$ cat config.mk
export PLATFORM = sky130hd
export DESIGN_NAME = tiny_8bit_cpu_execute_top
export DESIGN_NICKNAME = d
export VERILOG_FILES = /design/src/t8ce_pkg.sv /design/src/tiny_8bit_cpu_execute_top.sv /design/src/t8ce_in_stage.sv /design/src/t8ce_core.sv /design/src/t8ce_out_stage.sv
export SDC_FILE = /design/constraint.sdc
export NUM_CORES = 1
export LEC_CHECK = 0
export ABC_AREA = 1
export BUFFER_PORTS_ARGS = -buffer_cell sky130_fd_sc_hd__buf_2
export CORE_ASPECT_RATIO = 1.25
export CORE_MARGIN = 2
export CORE_UTILIZATION = 35
export DETAILED_ROUTE_END_ITERATION = 7
export PLACE_DENSITY = 0.62
export SLEW_MARGIN = 20
export SYNTH_ARGS = -nofsm -noshare
export SYNTH_HDL_FRONTEND = slang
export SYNTH_HIERARCHICAL = 1
export SYNTH_SLANG_ARGS = --single-unit
$ cat constraint.sdc
create_clock -name clk -period 5.6 [get_ports clk]
set_clock_uncertainty 0.2 [all_clocks]
set_input_delay 0.84 -clock clk [delete_from_list [all_inputs] [get_ports clk]]
set_output_delay 0.84 -clock clk [all_outputs]
set_load 0.05 [all_outputs]
$ cat src/t8ce_pkg.sv
`default_nettype none

package t8ce_pkg;

  // instruction codes
  typedef enum logic [3:0] {
    OP_NOP    = 4'd0,
    OP_LOAD   = 4'd1,
    OP_STORE  = 4'd2,
    OP_ADD    = 4'd3,
    OP_SUB    = 4'd4,
    OP_HALVE  = 4'd5,
    OP_DOUBLE = 4'd6,
    OP_JMP    = 4'd7,
    OP_JIN    = 4'd8,
    OP_JIZ    = 4'd9,
    OP_JIA    = 4'd10,
    OP_OUT    = 4'd11,
    OP_HALT   = 4'd12,
    OP_LUI    = 4'd13,
    OP_LLI    = 4'd14,
    OP_INC    = 4'd15
  } op_t;

  // one decoded instruction
  typedef struct packed {
    op_t        opcode;
    logic [3:0] immediate;
    logic [1:0] mem_index;
    logic       dest_reg;
    logic       src_reg;
    logic       out_from_registers;
  } instr_t;

  typedef struct packed {
    logic overflow;
    logic negative;
    logic zero;
    logic above;
  } flags_t;

  // visible machine state after one step
  typedef struct packed {
    logic [3:0] next_index;
    logic [7:0] out_value;
    logic [7:0] reg_zero;
    logic [7:0] reg_one;
    flags_t     flags;
    logic       halted;
  } result_t;

  localparam logic [7:0] BYTE_MAX = 8'd255;

endpackage

`default_nettype wire

$ cat src/tiny_8bit_cpu_execute_top.sv
// Execute stage of a tiny 8-bit machine: one decoded instruction per input beat.
// Input channel: in_valid / in_ready with opcode, immediate, mem_index,
// dest_reg, src_reg and out_from_registers. Output channel: out_valid /
// out_ready with the machine state after that instruction (index, output byte,
// both registers, four flags, halted mark); exactly one result beat per input.
// An accepted beat waits in the instruction register and executes against the
// machine state once the result register can take it; the result register and
// the machine state load together, and the result is shown from then on.
// Throughput: one instruction per cycle while out_ready is high; execution is
// one pass of byte-wide add, subtract and shift logic from the instruction
// register to the result register, and the machine state updates at the same edge.
// Reset (rst, synchronous): registers, data memory, index, flags, output byte
// and halted mark clear, both stages empty.
// Stall: while out_ready is low the result holds; one more instruction can wait
// in the instruction register, then in_ready drops until the result leaves.
// Once halted, further instructions are taken and report the unchanged state.
`default_nettype none

module tiny_8bit_cpu_execute_top #(
  parameter int PROGRAM_SLOTS = 16,
  parameter int MEMORY_SLOTS  = 4
) (
  input  wire logic       clk,
  input  wire logic       rst,
  input  wire logic       in_valid,
  output logic            in_ready,
  input  wire logic [3:0] opcode,
  input  wire logic [3:0] immediate,
  input  wire logic [1:0] mem_index,
  input  wire logic       dest_reg,
  input  wire logic       src_reg,
  input  wire logic       out_from_registers,
  output logic            out_valid,
  input  wire logic       out_ready,
  output logic [3:0]      next_index,
  output logic [7:0]      out_value,
  output logic [7:0]      reg_zero,
  output logic [7:0]      reg_one,
  output logic            overflow_flag,
  output logic            negative_flag,
  output logic            zero_flag,
  output logic            above_flag,
  output logic            halted
);
  import t8ce_pkg::*;

  instr_t  in_instr;
  instr_t  instr;
  result_t result;
  result_t out_result;
  logic    fire;
  logic    take;

  // pack the incoming beat
  always_comb begin
    in_instr.opcode             = op_t'(opcode);
    in_instr.immediate          = immediate;
    in_instr.mem_index          = mem_index;
    in_instr.dest_reg           = dest_reg;
    in_instr.src_reg            = src_reg;
    in_instr.out_from_registers = out_from_registers;
  end

  t8ce_in_stage u_in (
    .clk      (clk),
    .rst      (rst),
    .in_valid (in_valid),
    .in_ready (in_ready),
    .in_instr (in_instr),
    .take     (take),
    .fire     (fire),
    .instr    (instr)
  );

  t8ce_core #(
    .PROGRAM_SLOTS (PROGRAM_SLOTS),
    .MEMORY_SLOTS  (MEMORY_SLOTS)
  ) u_core (
    .clk    (clk),
    .rst    (rst),
    .fire   (fire),
    .instr  (instr),
    .result (result)
  );

  t8ce_out_stage u_out (
    .clk        (clk),
    .rst        (rst),
    .fire       (fire),
    .result     (result),
    .take       (take),
    .out_valid  (out_valid),
    .out_ready  (out_ready),
    .out_result (out_result)
  );

  // unpack the result beat
  assign next_index    = out_result.next_index;
  assign out_value     = out_result.out_value;
  assign reg_zero      = out_result.reg_zero;
  assign reg_one       = out_result.reg_one;
  assign overflow_flag = out_result.flags.overflow;
  assign negative_flag = out_result.flags.negative;
  assign zero_flag     = out_result.flags.zero;
  assign above_flag    = out_result.flags.above;
  assign halted        = out_result.halted;

endmodule

`default_nettype wire

$ cat src/t8ce_in_stage.sv
`default_nettype none

module t8ce_in_stage (
  input  wire logic             clk,
  input  wire logic             rst,
  input  wire logic             in_valid,
  output logic                  in_ready,
  input  wire t8ce_pkg::instr_t in_instr,
  input  wire logic             take,
  output logic                  fire,
  output t8ce_pkg::instr_t      instr
);
  import t8ce_pkg::*;

  logic held;

  // execute when an instruction is held and the result register can take it
  assign fire     = held && take;
  assign in_ready = !held || take;

  // holding flag
  always_ff @(posedge clk) begin
    if (rst) begin
      held <= 1'b0;
    end else if (in_ready) begin
      held <= in_valid;
    end
  end

  // instruction register
  always_ff @(posedge clk) begin
    if (in_valid && in_ready) begin
      instr <= in_instr;
    end
  end

endmodule

`default_nettype wire

$ cat src/t8ce_core.sv
`default_nettype none

module t8ce_core #(
  parameter int PROGRAM_SLOTS = 16,
  parameter int MEMORY_SLOTS  = 4
) (
  input  wire logic             clk,
  input  wire logic             rst,
  input  wire logic             fire,
  input  wire t8ce_pkg::instr_t instr,
  output t8ce_pkg::result_t     result
);
  import t8ce_pkg::*;

  localparam int IW = $clog2(PROGRAM_SLOTS);
  localparam int MW = (MEMORY_SLOTS > 1) ? $clog2(MEMORY_SLOTS) : 1;

  // architectural state
  logic [7:0]    regs [2];
  logic [7:0]    mem  [MEMORY_SLOTS];
  logic [IW-1:0] idx;
  flags_t        flags;
  logic [7:0]    out_byte;
  logic          halt;

  logic [7:0]    regs_next [2];
  logic [IW-1:0] idx_next;
  flags_t        flags_next;
  logic [7:0]    out_byte_next;
  logic          halt_next;
  logic          mem_wr;

  logic [4:0]    slot_w;
  logic [MW-1:0] slot;
  logic [8:0]    tgt_w;
  logic [IW-1:0] target;
  logic [IW-1:0] idx_inc;
  logic [7:0]    src_val;
  logic [7:0]    mem_val;
  logic [9:0]    res;
  logic [IW+3:0] idx_ext;

  // memory slot and jump target reduced into range
  always_comb begin
    slot_w = {3'b000, instr.mem_index};
    for (int k = 0; k < 3; k++) begin
      if (slot_w >= 5'(MEMORY_SLOTS)) begin
        slot_w = slot_w - 5'(MEMORY_SLOTS);
      end
    end
    slot = MW'(slot_w);
    tgt_w = {5'b00000, instr.immediate};
    for (int k = 0; k < 7; k++) begin
      if (tgt_w >= 9'(PROGRAM_SLOTS)) begin
        tgt_w = tgt_w - 9'(PROGRAM_SLOTS);
      end
    end
    target = IW'(tgt_w);
  end

  assign idx_inc = (idx == IW'(PROGRAM_SLOTS - 1)) ? '0 : idx + IW'(1);
  assign src_val = regs[instr.src_reg];
  assign mem_val = mem[slot];

  // unwrapped arithmetic result, two's complement over ten bits
  always_comb begin
    case (instr.opcode)
      OP_ADD:    res = {2'b00, regs[0]} + {2'b00, regs[1]};
      OP_SUB:    res = {2'b00, regs[!instr.src_reg]} - {2'b00, src_val};
      OP_HALVE:  res = {3'b000, src_val[7:1]};
      OP_DOUBLE: res = {1'b0, src_val, 1'b0};
      default:   res = {2'b00, src_val} + 10'd1;
    endcase
  end

  // next state
  always_comb begin
    regs_next[0]  = regs[0];
    regs_next[1]  = regs[1];
    idx_next      = idx_inc;
    flags_next    = flags;
    out_byte_next = out_byte;
    halt_next     = halt;
    mem_wr        = 1'b0;
    if (halt) begin
      idx_next = idx;
    end else begin
      unique case (instr.opcode)
        OP_NOP: begin
        end
        OP_LOAD: begin
          regs_next[instr.dest_reg] = mem_val;
        end
        OP_STORE: begin
          mem_wr = 1'b1;
        end
        OP_ADD, OP_SUB, OP_HALVE, OP_DOUBLE, OP_INC: begin
          flags_next.overflow       = !res[9] && res[8];
          flags_next.negative       = res[9];
          flags_next.zero           = (res == 10'd0);
          flags_next.above          = !res[9] && (res != 10'd0);
          regs_next[instr.dest_reg] = res[7:0] & BYTE_MAX;
        end
        OP_JMP: begin
          idx_next = target;
        end
        OP_JIN: begin
          if (flags.negative) idx_next = target;
        end
        OP_JIZ: begin
          if (flags.zero) idx_next = target;
        end
        OP_JIA: begin
          if (flags.above) idx_next = target;
        end
        OP_OUT: begin
          out_byte_next = instr.out_from_registers ? regs[instr.dest_reg] : mem_val;
        end
        OP_HALT: begin
          halt_next = 1'b1;
          idx_next  = idx;
        end
        OP_LUI: begin
          regs_next[0] = {instr.immediate, 4'h0};
        end
        OP_LLI: begin
          regs_next[0] = regs[0] | {4'h0, instr.immediate};
        end
      endcase
    end
  end

  // state registers, updated as each instruction executes
  always_ff @(posedge clk) begin
    if (rst) begin
      regs[0]  <= '0;
      regs[1]  <= '0;
      idx      <= '0;
      flags    <= '0;
      out_byte <= '0;
      halt     <= 1'b0;
      for (int i = 0; i < MEMORY_SLOTS; i++) begin
        mem[i] <= '0;
      end
    end else if (fire) begin
      regs[0]  <= regs_next[0];
      regs[1]  <= regs_next[1];
      idx      <= idx_next;
      flags    <= flags_next;
      out_byte <= out_byte_next;
      halt     <= halt_next;
      if (mem_wr) begin
        mem[slot] <= regs[instr.dest_reg];
      end
    end
  end

  // reported state
  always_comb begin
    idx_ext           = (IW + 4)'(idx_next);
    result.next_index = idx_ext[3:0];
    result.out_value  = out_byte_next;
    result.reg_zero   = regs_next[0];
    result.reg_one    = regs_next[1];
    result.flags      = flags_next;
    result.halted     = halt_next;
  end

endmodule

`default_nettype wire

$ cat src/t8ce_out_stage.sv
`default_nettype none

module t8ce_out_stage (
  input  wire logic              clk,
  input  wire logic              rst,
  input  wire logic              fire,
  input  wire t8ce_pkg::result_t result,
  output logic                   take,
  output logic                   out_valid,
  input  wire logic              out_ready,
  output t8ce_pkg::result_t      out_result
);
  import t8ce_pkg::*;

  // room for a new beat when empty or when the current one leaves
  assign take = !out_valid || out_ready;

  always_ff @(posedge clk) begin
    if (rst) begin
      out_valid <= 1'b0;
    end else if (fire) begin
      out_valid <= 1'b1;
    end else if (out_ready) begin
      out_valid <= 1'b0;
    end
  end

  // result register
  always_ff @(posedge clk) begin
    if (fire) begin
      out_result <= result;
    end
  end

endmodule

`default_nettype wire

# Word level (Yosys, flattened, before mapping)
# Memory sizes are Yosys's and may differ from the RTL's. A register that Yosys moved wholly into a read port is not among the register bits.
# Index checks and enable logic that the tools add are counted.
word_totals:
  reg_bits: 65
  mem_bits_rw: 48
  output_inout_bits: 35
  mem_count: 2
classes:
  add_sub_neg: 4
  order_cmp: 2
  n_eq_ne: 16
  muxes: 42
  bitwise: 4
  n_reduce_logical: 16
mem_list:
  columns: ["name", "words", "width", "read_ports", "rd_clocked_by_memory_dff", "wr", "line_no", "source"]
  rows:
  - ["u_core.mem", 4, 8, 1, 1, 4, "t8ce_core.sv:20", "logic [7:0] mem [MEMORY_SLOTS];"]
  - ["u_core.regs", 2, 8, 5, 2, 2, "t8ce_core.sv:19", "logic [7:0] regs [2];"]
ops:
  columns: ["cell", "n"]
  rows:
  - ["$mux 8", 7]
  - ["$pmux 10 s4", 1]
  - ["$eq 4x4->1 const B", 9]
  - ["$bwmux 16", 2]
  - ["$pmux 8 s4", 1]
  - ["$mux 4", 7]
  - ["$pmux 4 s5", 1]
  - ["$mux 1", 18]
  - ["$eq 4x3->1 const B", 4]
  - ["$mux 16", 1]
  - ["$pmux 8 s2", 1]
  - ["$logic_not 10->1", 1]
  - ["$reduce_bool 10->1", 1]
  - ["$add 8x1->9 const B", 1]
  - ["$add 8x8->9", 1]
  - ["$sub 8x8->9", 1]
  - ["$demux 8 s1", 1]
  - ["$eq 4x2->1 const B", 2]
  - ["$or 8x4->8", 1]
  - ["$reduce_or 8->1", 1]
  - ["$logic_and 1x1->1", 5]
  - ["$reduce_or 5->1", 1]
  - ["$add 4x1->4 const B", 1]
  - ["$eq 4x1->1 const B", 1]
  - ["other kinds (8)", 14]

# Depth between registers and ports, before layout
# Gate-level depths: netlist of run 1.
logic_depth:
  ltp_word: 9
  ltp_mapped: 20
  mapped_depth_nobuf: 20

# Cells and area by module
# Netlist of run 1, hierarchy kept.
modules_own_cells:
  columns: ["mod", "instances", "cells_per_inst", "area_each_um2", "seq_area_each_um2"]
  rows:
  - ["t8ce_core", 1, 791, 5257.5, 1781.7]
  - ["t8ce_out_stage", 1, 38, 1033.5, 1011.0]
  - ["t8ce_in_stage", 1, 21, 445.4, 410.4]

# Worst setup path before layout of run 1
# Ideal clock, no wire load.
synth_path:
  path_kind: "input -> register"
  start: "in out_ready"
  end: "mem u_core.mem[0][0], enable pin"
  setup_ps: 329
  t_arrival_ps: 3025
  path_slack_ps: 2046
  stages: 12
  path_cell_list: "inv_1 > nand2_2 > nand2_1 > inv_1 > inv_1 > nor4_1 > inv_1 > nor2_1 > clkinv_1 > nor2_1 > nand2_1 > nand2_1"
synth_lines:
  columns: ["element", "line_no", "source"]
  rows:
  - ["from (decl)", "tiny_8bit_cpu_execute_top.sv:34", "input wire logic out_ready,"]
  - ["to (decl)", "t8ce_core.sv:20", null]

==> metrics.md, run 1 <==
| Metric | Value |
|---|---|
| H-tree lvl count | `4` |
| DR iter-0 viols | `approximately 580` |
| Post-CTS Hold Buffers | `0` |
| Root Buffer | `clkbuf_16` |
| Detailed Place HPWL | `roughly 15 mm` |
| Core Rows | `56` |
| FILL cells | `about 1800` |
| Final GP Congestion | `0.8969` |
| Internal Power | `1.690 mW` |
| CTS Buffer Depth | `2` |
| Vias per cell | `~5.3` |
| Setup crit end kind | `flop` |
| FMAX | `between 300 and 400 MHz` |
| Tmin final | `about 3200 ps` |
| Final slew viol count | `0` |
| Design Area, Final | `~7800 um^2` |
| Initial antenna violation count | `0` |
| Total die area | `roughly 20000 um^2` |
| Startpoint Class | `flop` |
| Critical path type | `flop to flop` |
| Worst vdd ir | `approximately 0.19 mV` |
| Reg2reg path depth | `9` |
| Gate power share | `0.172` |
| Ant. Diodes | `0` |
| GRT busiest layer | `met2` |
| IO Pins | `52` |
| Die width | `approximately 130 um` |
| Final Net Count | `between 900 and 1000` |
| Average size of a mapped cell | `between 7 and 8 um^2` |
| Post-synthesis cell count | `850` |
| Seq/Total Area, Yosys | `0.4755` |
| Hold path depth | `2` |
| Postcts setup bufs | `0` |
| Setup violators final | `0` |
| Core Region | `18850 um^2` |
| Post-Place Cell Area | `7213 um^2` |
| #FFs+latches synth | `about 110` |
| Met1 Use GR | `0.2257` |
| PortBufs | `between 50 and 60` |
| Mapped Area | `6736 um^2` |
| Final hold viol count | `0` |
| Gr ovfl total | `0` |
| Total of max-cap violations | `0` |
| Final Cycle Share | `0.5662` |
| Ys Warns | `6` |
| Switching Share | `0.3063` |
| Share of layout cells above drive strength 1 | `0.1347` |
| Worst hold path class | `flop to flop` |
| Syn_nets | `a little under 900` |
| Hold path startpoint | `u_core/out_byte[7]$_SDFFE_PP0P_` |
| Die H | `around 160 um` |
| Area Overhead vs Synth | `15.38%` |
| Largest net degree at the start of global routing | `38` |
| Clk pwr share | `0.417` |
| GR Util met2 | `0.3308` |
| CP Data Arrival Time | `between 3000 and 4000 ps` |
| Vias in the first global route | `about 5700` |
| Clk slew on worst S/H paths | `~60 ps` |
| CTS tree | `yes` |
| Critical R2R Capture | `u_core/regs[1][6]$_SDFFCE_PN0P_` |
| Crit path from | `u_in/instr[1]$_DFFE_PP_` |
| First-pass GRT wire length | `around 30 mm` |
| Most used DFF post-synth | `edfxtp_1` |
| Power Density | `roughly 310 nW/um^2` |
| Power, Total | `approximately 2.4 mW` |
| Post_cts resized | `0` |
| Remaining DRCs | `0` |
| Worst-margin pin slew | `~860 ps` |
| Antenna Nets Post-Route | `0` |
| R2R setup slack | `approximately 2400 ps` |
| Initial Util | `0.3574` |
| CTS Sinks | `about 110` |
| Vias | `roughly 6100` |
| Leakage | `3.325 nW` |
| Setup TNS | `0 ps` |
| Switching power | `746.1 uW` |
| Met3 Use GR | `0.03999` |
| Sequential power share | `0.411` |
| WHS Endpoint | `u_core/out_byte[7]$_SDFFE_PP0P_` |
| Critical Path Fanout Max | `29` |
| Total CTS buffers | `17` |
| Insertion delay to the later sink of the worst-skew pair | `420 ps` |
| R2R Path Start | `u_in/instr[1]$_DFFE_PP_` |
| Gr usage total | `0.1927` |
| Ys async rst share | `0` |
| Final Core Density | `0.4124` |
| Slew HR | `0.4259` |
| Count of cell types in the netlist | `45` |
| Unrepaired setup endpoints after global routing | `false` |
| Final wirelength | `between 15 and 20 mm` |
| Post-synth EDFFs | `94` |
| Drt pass-1 iters | `5` |
| Req. time, crit path | `~5500 ps` |
| Outcome | `complete, no violations` |
| Wirelength per Cell | `between 15 and 20 um` |
-- cell usage after synthesis (2+ instances only) --
cell | number | area share
nand4_1 | 9 | 0.0084
a31oi_1 | 2 | 0.0019
o221ai_1 | 4 | 0.0052
nand3_1 | 49 | 0.036
nand2_1 | 215 | 0.12
nor3_1 | 14 | 0.010
o21ai_0 | 78 | 0.058
inv_1 | 93 | 0.052
o21ai_2 | 2 | 0.0026
nor2_1 | 81 | 0.045
xor2_1 | 3 | 0.0039
inv_2 | 5 | 0.0028
a211oi_1 | 7 | 0.0078
buf_6 | 3 | 0.0050
buf_4 | 2 | 0.0022
a32o_1 | 8 | 0.012
nand2_2 | 5 | 0.0046
a21oi_2 | 4 | 0.0052
dfxtp_1 | 19 | 0.056
o21ai_1 | 9 | 0.0067
and2_1 | 4 | 0.0037
a32oi_1 | 2 | 0.0026
buf_1 | 4 | 0.0022
clkbuf_1 | 14 | 0.0078
a21oi_1 | 56 | 0.042
o31ai_1 | 2 | 0.0022
clkinv_1 | 5 | 0.0028
ha_1 | 12 | 0.022
nor4_1 | 2 | 0.0019
nand2_4 | 3 | 0.0050
edfxtp_1 | 94 | 0.42
o22ai_1 | 8 | 0.0074
or2_2 | 3 | 0.0028
nor2_2 | 3 | 0.0028
o21bai_1 | 9 | 0.010
buf_2 | 8 | 0.0059
-- area by class of cell --
class	count	area, um^2	share of cell area
clock buffer	18	429.2	0.05522
clock inverter	14	130.1	0.01674
inverter	104	395.4	0.05087
multi-input combinational	602	2987	0.3843
sequential	113	3203	0.4121
tap	232	290.3	0.03735
timing repair buffer	62	337.8	0.04346
-- critical path, stage by stage, from the launching register on --
cell	delay (ps)
edfxtp_1	880
o21ai_0	430
nor2_1	270
nand3_1	140
xor2_1	170
nand2_1	140
a21oi_1	180
nor2_1	50
o21ai_0	320
a21oi_1	110
-- metrics by stage --
stage | hold WS [ps] | setup WS [ps] | cells
2_1_floorplan | 223.1 | 2046 | 850
3_3_place_gp | 235.4 | 2170 | 1113
3_5_place_dp | 241.9 | 2140 | 1113
4_1_cts | 256.8 | 2258 | 1145
5_1_grt | 289.4 | 2128 | 1145
6_report | 253.6 | 2430 | 1145
-- per-layer routing --
metal  vias to the layer above  share of wire
met5                         -              0
met4                         0          0.044
met3                        48          0.049
met2                       197           0.51
met1                      2842           0.40
li1                       2979              -
-- logic make-up after synthesis --
| kind of cell | Yosys count | synth area share |
|---|---|---|
| AO/OA/AOI/OAI | 194 | 0.1672 |
| XOR/XNOR | 4 | 0.005202 |
| adder cells (fa/ha/maj) | 13 | 0.02526 |
| buffers and inverters | 135 | 0.08191 |
| flip-flops | 113 | 0.4755 |
| AND/OR/NAND/NOR | 391 | 0.2450 |
-- cells in the final DEF (no fill, tap or decap), types with 2 or more instances in the layout --
cell type / instances
nand2_1: 215
edfxtp_1: 94
inv_1: 93
nor2_1: 81
o21ai_0: 77
a21oi_1: 56
buf_2: 51
nand3_1: 49
dfxtp_1: 19
clkbuf_16: 17
nor3_1: 14
ha_1: 12
buf_4: 11
o21ai_1: 10
o21bai_1: 9
nand4_1: 9
a32o_1: 8
o22ai_1: 8
a211oi_1: 7
clkinvlp_4: 5
clkinv_1: 5
inv_2: 5
nand2_2: 5
inv_6: 4
a21oi_2: 4
and2_1: 4
o221ai_1: 4
clkinv_4: 3
nand2_4: 3
nor2_2: 3
xor2_1: 3
or2_2: 3
clkinv_2: 2
a31oi_1: 2
a32oi_1: 2
o21ai_2: 2
nor4_1: 2
-- power by group through the flow --
stage          Combinational, mW  Clock, mW  Sequential (mW)
2_1_floorplan              0.255          0             1.05
3_3_place_gp               0.413          0             1.02
3_5_place_dp               0.413          0             1.02
4_1_cts                    0.414       1.04             1.00
5_1_grt                    0.461       1.07             1.00
6_report                   0.419       1.02             1.00
-- worst max path at each step --
stage	endpoint	slack [ps]	cells after the start
CTS	u_core/mem[1][0]$_SDFFCE_PN0P_	2260	4
floorplan	u_core/mem[0][0]$_SDFFCE_PN0P_	2050	12
finish	u_core/regs[1][6]$_SDFFCE_PN0P_	2430	9
global placement	u_core/regs[1][5]$_SDFFCE_PN0P_	2170	8
detailed placement	u_core/mem[0][2]$_SDFFCE_PN0P_	2140	13
global route	u_core/regs[1][4]$_SDFFCE_PN0P_	2130	13
-- state kept, by name, indices dropped and copies added (netlist names) --
name and cells:
u_out/out_result 33, u_in/held 1, u_core/idx 4, u_out/out_valid 1, u_core/out_byte 8, u_core/flags 4, u_in/instr 13, u_core/regs 16
u_core/mem 32, u_core/halt 1
Note: power is estimated with default switching activity, not from simulation.
==> inputs of run 2 (changes only) <==
- PLACE_DENSITY: 0.62 -> 0.64
- clock period: 5.6 -> 2.9 ns (I/O delays scaled with it)
==> run 2 against run 1 <==
Net effect: critical path depth grew 5; die area is the same; critical endpoint is now u_core/regs[0][7]$_SDFFCE_PN0P_; largest power group unchanged; flip-flop and latch count did not move; largest cell class unchanged; first-iteration DRC count is 1.9% higher; core utilization up 3.1 points.
==> metrics.md, run 2 (synthesis results as in run 1) <==
| Metric | Value |
|---|---|
| Reg with most FFs | `u_out/out_result (unchanged)` |
| Setup crit end kind | `flop (unchanged)` |
| Dpl cells | `1165 (was 1113)` |
| CP delay by family, top | `simple AND/OR/NAND/NOR gates (was compound AO/OA/AOI/OAI gates)` |
| Antenna Nets Post-Route | `0 (unchanged)` |
| Ant. Diodes | `0 (unchanged)` |
| Vias | `6447 (was 6066)` |
| Req. time, crit path | `2980 ps (was 5530 ps)` |
| Regs by FF count | `u_out/out_result x33, u_core/mem x32, u_core/regs x16 (unchanged)` |
| Vias per cell | `5.315 (was 5.298)` |
| Commonest non-fill, non-tap cell in the layout | `nand2_1 (unchanged)` |
| CTS Buffer Depth | `2 (unchanged)` |
| Root Buffer | `clkbuf_16 (unchanged)` |
| Initial Util | `0.3574 (unchanged)` |
| Insertion delay to the later sink of the worst-skew pair | `420 ps (about the same)` |
| Final Cycle Share | `0.9575 (was 0.5662)` |
| Startpoint Class | `flop (unchanged)` |
| Outcome | `complete, no violations (unchanged)` |
| Worst vdd ir | `0.3667 mV (was 0.1869 mV)` |
| Remaining DRCs | `0 (unchanged)` |
| FMAX | `360.1 MHz (was 315.4 MHz)` |
| Final Net Count | `998 (was 930)` |
| CTS tree | `yes (unchanged)` |
| Setup violators final | `0 (unchanged)` |
| Final hold viol count | `0 (unchanged)` |
| Core Rows | `56 (unchanged)` |
| Wirelength per Cell | `17.54 um (was 16.96 um)` |
| CTS Sinks | `113 (unchanged)` |
| Worst-margin pin slew | `872.0 ps (was 860.1 ps)` |
| DR iter-0 viols | `587 (was 576)` |
| Detailed Place HPWL | `15.94 mm (was 14.70 mm)` |
| Initial antenna violation count | `0 (unchanged)` |
| Crit-path most repeated cell | `nand2_1` |
| Total die area | `20380 um^2 (unchanged)` |
| Area Overhead vs Synth | `24.16% (was 15.38%)` |
| Final wirelength | `21.27 mm (was 19.42 mm)` |
| Vias in the first global route | `6104 (was 5712)` |
| Final GP Congestion | `0.9538 (was 0.8969)` |
| CP max stage delay | `440 ps (was 880 ps)` |
| Number of flip-flops under the largest register name | `33 (unchanged)` |
| Setup TNS | `0 ps (unchanged)` |
| Core Region | `18850 um^2 (unchanged)` |
| Tmin final | `2777 ps (was 3170 ps)` |
| First-pass GRT wire length | `32.69 mm (was 30.43 mm)` |
| CP Data Arrival Time | `2860 ps (was 3100 ps)` |
| Leakage | `3.654 nW (was 3.325 nW)` |
| Total of max-cap violations | `0 (unchanged)` |
| Die H | `159.1 um (unchanged)` |
| CP Cell Sequence | `ha_1 > a21oi_1 > o21a_1 > nand2_1 > nand2_1 > nand3_1 > nand2_1 > inv_1 > nand2_1 > nand2_1 > nand2_1 > nand3_1 > a21oi_1 > and2_1 (was o21ai_0 > nor2_1 > nand3_1 > xor2_1 > nand2_1 > a21oi_1 > nor2_1 > o21ai_0 > a21oi_1)` |
| Largest net degree at the start of global routing | `36 (was 38)` |
| Share of layout cells above drive strength 1 | `0.1967 (was 0.1347)` |
| Slew HR | `0.4165 (was 0.4259)` |
| H-tree lvl count | `4 (unchanged)` |
| Total CTS buffers | `17 (unchanged)` |
| Worst hold path class | `input pin to flop (was flop to flop)` |
| Commonest cells after routing, fill and taps aside | `nand2_1 (210), edfxtp_1 (94), inv_1 (91) (was nand2_1 (215), edfxtp_1 (94), inv_1 (93))` |
| Critical path type | `flop to flop (unchanged)` |
| CP max-delay cell | `edfxtp_1 (unchanged)` |
| Final slew viol count | `0 (unchanged)` |
| Gr ovfl total | `0 (unchanged)` |
| PortBufs | `51 (unchanged)` |
| Crit path buf inv count | `1 (was 0)` |
| Post-route non-filler standard cell count | `1213 (was 1145)` |
| Gr usage total | `0.2097 (was 0.1927)` |
| Drt pass-1 iters | `5 (unchanged)` |
| Die width | `128.1 um (unchanged)` |
| Clk slew on worst S/H paths | `70 ps (was 60 ps)` |
| Power Density | `573.5 nW/um^2 (was 313.4 nW/um^2)` |
| IO Pins | `52 (unchanged)` |
| Critical Path Fanout Max | `8 (was 29)` |
==> run 2: cell count changes in the layout (fill, tap and decap cells not counted), moves of 3 or more <==
cell | previous run | this run
buf_4 | 11 | 65
dlygate4sd3_1 | 0 | 12
nand2_1 | 215 | 210
nand2_2 | 5 | 10
ha_1 | 12 | 9
ha_2 | 0 | 3
==> run 2: final cells by class <==
cell class | count | area (um^2)
clock buffer | 17 | 425.4
multi-input combinational | 602 | 3017
fill | 1843 | 10480
inverter | 104 | 399.1
clock inverter | 15 | 121.4
sequential | 113 | 3203
tap | 232 | 290.3
timing repair buffer | 130 | 908.4
==> run 2: repair_timing <==
item | CTS | global route
endpoints found under the setup margin | 0 | 14
hold buffers | 12 | 0
setup buffers | 0 | 3
resized for setup | 0 | 13
hold endpoints to repair | 12 | 0
==> run 2: worst reg2reg max path, delay by kind of cell (launching register included) <==
family | cells | cell delay (ps)
and+or+nand+nor | 9 | 750
AOI/OAI and AO/OA | 3 | 750
adders and majority gates | 1 | 430
buffers and inverters | 1 | 50
DFF | 1 | 440
==> run 2: path summary, 6_finish.rpt <==
| kind | from | endpoint | slack [ps] | cells past startpoint |
|---|---|---|---|---|
| min | immediate[1] | u_in/instr[6]$_DFFE_PP_ | 6 | 1 |
| min reg2reg | u_core/out_byte[2]$_SDFFE_PP0P_ | u_core/out_byte[2]$_SDFFE_PP0P_ | 260 | 2 |
| max | u_core/regs[1][4]$_SDFFCE_PN0P_ | u_core/regs[0][7]$_SDFFCE_PN0P_ | 120 | 14 |
| max reg2reg | u_core/regs[1][4]$_SDFFCE_PN0P_ | u_core/regs[0][7]$_SDFFCE_PN0P_ | 120 | 14 |
==> run 2: stage by stage <==
stage / util / cell area (um^2) / worst slack (ps) / power, mW / hold WS (ps)
after floorplan: - / 6745 / 6.891 / 2.517 / 223.1
after global placement: 0.4045 / 7624 / 48.78 / 2.840 / 233.6
after detailed placement: 0.4045 / 7624 / 44.10 / 2.844 / 242.2
after CTS: 0.4399 / 8290 / 26.56 / 4.797 / 1.962
after global routing: 0.4438 / 8364 / -13.65 / 4.981 / 7.689
final: 0.4438 / 8364 / 123.3 / 4.797 / 6.308
==> run 2: per-layer routing <==
metal	part of all wire	vias up	global-route usage
li1	-	3128	-
met5	0	-	0
met2	0.49	264	0.3544
met4	0.056	0	0.1239
met1	0.39	2986	0.2493
met3	0.059	69	0.03394
==> run 2: where the power goes <==
part / switching, mW / leakage [nW] / total [mW] / internal, mW
clock network: 0.832 / 0.268 / 1.94 / 1.11
logic: 0.642 / 2.29 / 0.949 / 0.307
registers: 0.0531 / 1.10 / 1.90 / 1.85
==> inputs of run 3 (changes only) <==
- CORE_MARGIN: 2 -> 3
- CTS_BUF_LIST: default -> sky130_fd_sc_hd__clkbuf_2 sky130_fd_sc_hd__clkbuf_4 sky130_fd_sc_hd__clkbuf_8
- HOLD_SLACK_MARGIN: default -> 0.12
==> run 3 against run 2 <==
Net effect: clock power down 27%; register-to-register slack worse by 40 ps; hold slack improved by 250 ps; largest cell class unchanged.
==> metrics.md, run 3 (synthesis results as in run 1) <==
| Metric | Value |
|---|---|
| Outcome | `complete, no violations (unchanged)` |
| Final Net Count | `994 (was 998)` |
| H-tree lvl count | `4 (unchanged)` |
| Detailed Place HPWL | `15.42 mm (was 15.94 mm)` |
| CTS tree | `yes (unchanged)` |
| Area Overhead vs Synth | `22.33% (was 24.16%)` |
| CTS Sinks | `113 (unchanged)` |
| PortBufs | `51 (unchanged)` |
| Antenna Nets Post-Route | `0 (unchanged)` |
| Remaining DRCs | `0 (unchanged)` |
| Startpoint Class | `flop (unchanged)` |
| CP Data Arrival Time | `2820 ps (was 2860 ps)` |
| Slew HR | `0.4703 (was 0.4165)` |
| Min Hold Slack | `258.8 ps (was 6.308 ps)` |
| Number of flip-flops under the largest register name | `33 (unchanged)` |
| Worst-margin pin slew | `786.2 ps (was 872.0 ps)` |
| Leakage | `3.555 nW (was 3.654 nW)` |
| Die width | `130.1 um (was 128.1 um)` |
| Die H | `161.1 um (was 159.1 um)` |
| Regs by FF count | `u_out/out_result x33, u_core/mem x32, u_core/regs x16 (unchanged)` |
| Critical Path Fanout Max | `7 (was 8)` |
| Worst hold path class | `flop to flop (was input pin to flop)` |
| Clk slew on worst S/H paths | `90 ps (was 70 ps)` |
| CP Cell Sequence | `buf_12 > buf_4 > nand2_1 > o21ai_2 > ha_1 > inv_1 > nor2_1 > a21oi_1 > nand3_2 > nand3_1 > nand2_1 > nand3_2 > a21oi_1 (was ha_1 > a21oi_1 > o21a_1 > nand2_1 > nand2_1 > nand3_1 > nand2_1 > inv_1 > nand2_1 > nand2_1 > nand2_1 > nand3_1 > a21oi_1 > and2_1)` |
| Design Area, Final | `8240 um^2 (was 8364 um^2)` |
| Total die area | `20960 um^2 (was 20380 um^2)` |
| Initial antenna violation count | `0 (unchanged)` |
| Tmin final | `2814 ps (was 2777 ps)` |
| Share of layout cells above drive strength 1 | `0.2037 (was 0.1967)` |
| Initial Util | `0.3574 (unchanged)` |
| Total CTS buffers | `17 (unchanged)` |
| Ant. Diodes | `0 (unchanged)` |
| Gr usage total | `0.2001 (was 0.2097)` |
| Pre-CTS setup slack | `-75.99 ps (was 44.10 ps)` |
| Power Density | `517.7 nW/um^2 (was 573.5 nW/um^2)` |
| Crit path buf inv count | `3 (was 1)` |
| DR iter-0 viols | `500 (was 587)` |
| FMAX | `355.4 MHz (was 360.1 MHz)` |
| Core Rows | `56 (unchanged)` |
| CP max-delay cell | `edfxtp_1 (unchanged)` |
| Worst vdd ir | `0.3383 mV (was 0.3667 mV)` |
| Final wirelength | `20.79 mm (was 21.27 mm)` |
| Final slew viol count | `0 (unchanged)` |
| Final Cycle Share | `0.9703 (was 0.9575)` |
| Drt pass-1 iters | `5 (unchanged)` |
| Insertion delay to the later sink of the worst-skew pair | `440 ps (was 420 ps)` |
| Largest net degree at the start of global routing | `38 (was 36)` |
| Final hold viol count | `0 (unchanged)` |
| CP max stage delay | `500 ps (was 440 ps)` |
| Final Core Density | `0.4372 (was 0.4438)` |
| First-pass GRT wire length | `32.31 mm (was 32.69 mm)` |
| Dpl cells | `1153 (was 1165)` |
| Wirelength per Cell | `17.20 um (was 17.54 um)` |
| Setup crit end kind | `flop (unchanged)` |
| Core Region | `18850 um^2 (unchanged)` |
| Critical path type | `flop to flop (unchanged)` |
| Gr ovfl total | `0 (unchanged)` |
| CP delay by family, top | `simple AND/OR/NAND/NOR gates (unchanged)` |
| Setup violators final | `0 (unchanged)` |
| Commonest cells after routing, fill and taps aside | `nand2_1 (205), edfxtp_1 (94), inv_1 (90) (was nand2_1 (210), edfxtp_1 (94), inv_1 (91))` |
| Commonest non-fill, non-tap cell in the layout | `nand2_1 (unchanged)` |
| IO Pins | `52 (unchanged)` |
| Vias in the first global route | `6090 (was 6104)` |
| Final GP Congestion | `0.9573 (was 0.9538)` |
| CTS Buffer Depth | `2 (unchanged)` |
| Power, Total | `4.266 mW (was 4.797 mW)` |
| Total of max-cap violations | `0 (unchanged)` |
| Setup TNS | `0 ps (unchanged)` |
| Root Buffer | `clkbuf_8 (was clkbuf_16)` |
| Post-route non-filler standard cell count | `1209 (was 1213)` |
| Vias | `6384 (was 6447)` |
| Post-Place Cell Area | `7546 um^2 (was 7624 um^2)` |
| Vias per cell | `5.280 (was 5.315)` |
| Final worst setup slack | `86.11 ps (was 123.3 ps)` |
| Req. time, crit path | `2910 ps (was 2980 ps)` |
| Reg with most FFs | `u_out/out_result (unchanged)` |
-- run 3: cell type report --
type | count | area, um^2
multi-input cells | 602 | 3075
well taps | 232 | 290.3
clock buffers | 17 | 234.0
fillers | 1855 | 10610
inverters | 104 | 399.1
clock inverters | 15 | 133.9
repair buffers | 126 | 904.6
flip-flops and latches | 113 | 3203
-- run 3: path summary, 6_finish.rpt --
path | start | slack [ps] | endpoint | cells after the start
min reg2reg | u_core/out_byte[3]$_SDFFE_PP0P_ | 260 | u_core/out_byte[3]$_SDFFE_PP0P_ | 2
min | u_core/out_byte[3]$_SDFFE_PP0P_ | 260 | u_core/out_byte[3]$_SDFFE_PP0P_ | 2
max reg2reg | u_in/instr[1]$_DFFE_PP_ | 90 | u_out/out_result[2]$_DFFE_PP_ | 13
max | u_in/instr[1]$_DFFE_PP_ | 90 | u_out/out_result[2]$_DFFE_PP_ | 13
-- run 3: worst reg2reg max path, stage by stage (launching register included) --
cell and delay [ps]:
edfxtp_1 500, buf_12 190, buf_4 160, nand2_1 90
o21ai_2 70, ha_1 340, inv_1 110, nor2_1 60
a21oi_1 220, nand3_2 180, nand3_1 130, nand2_1 120
nand3_2 150, a21oi_1 70
-- run 3: power by group --
part | switching [mW] | total, mW | internal [mW]
Sequential | 0.0508 | 1.90 | 1.85
Combinational | 0.643 | 0.951 | 0.308
Clock | 0.786 | 1.42 | 0.630
Total | 1.48 | 4.27 | 2.79
-- run 3: timing repair --
item                                    CTS  global route
pin swaps                                 0             5
gates cloned                              0             1
setup buffers                             0             7
endpoints found under the hold margin    16             0
hold buffers                             16             0
endpoints found under the setup margin    2            32
resized for setup                         1            29
-- run 3: metal layers --
| metal | GRT usage | part of all wire | vias to the layer above |
|---|---|---|---|
| met1 | 0.2387 | 0.39 | 2939 |
| met2 | 0.3380 | 0.50 | 250 |
| met4 | 0.1092 | 0.057 | 0 |
| met5 | 0 | 0 | - |
| met3 | 0.03473 | 0.055 | 78 |
| li1 | - | - | 3117 |
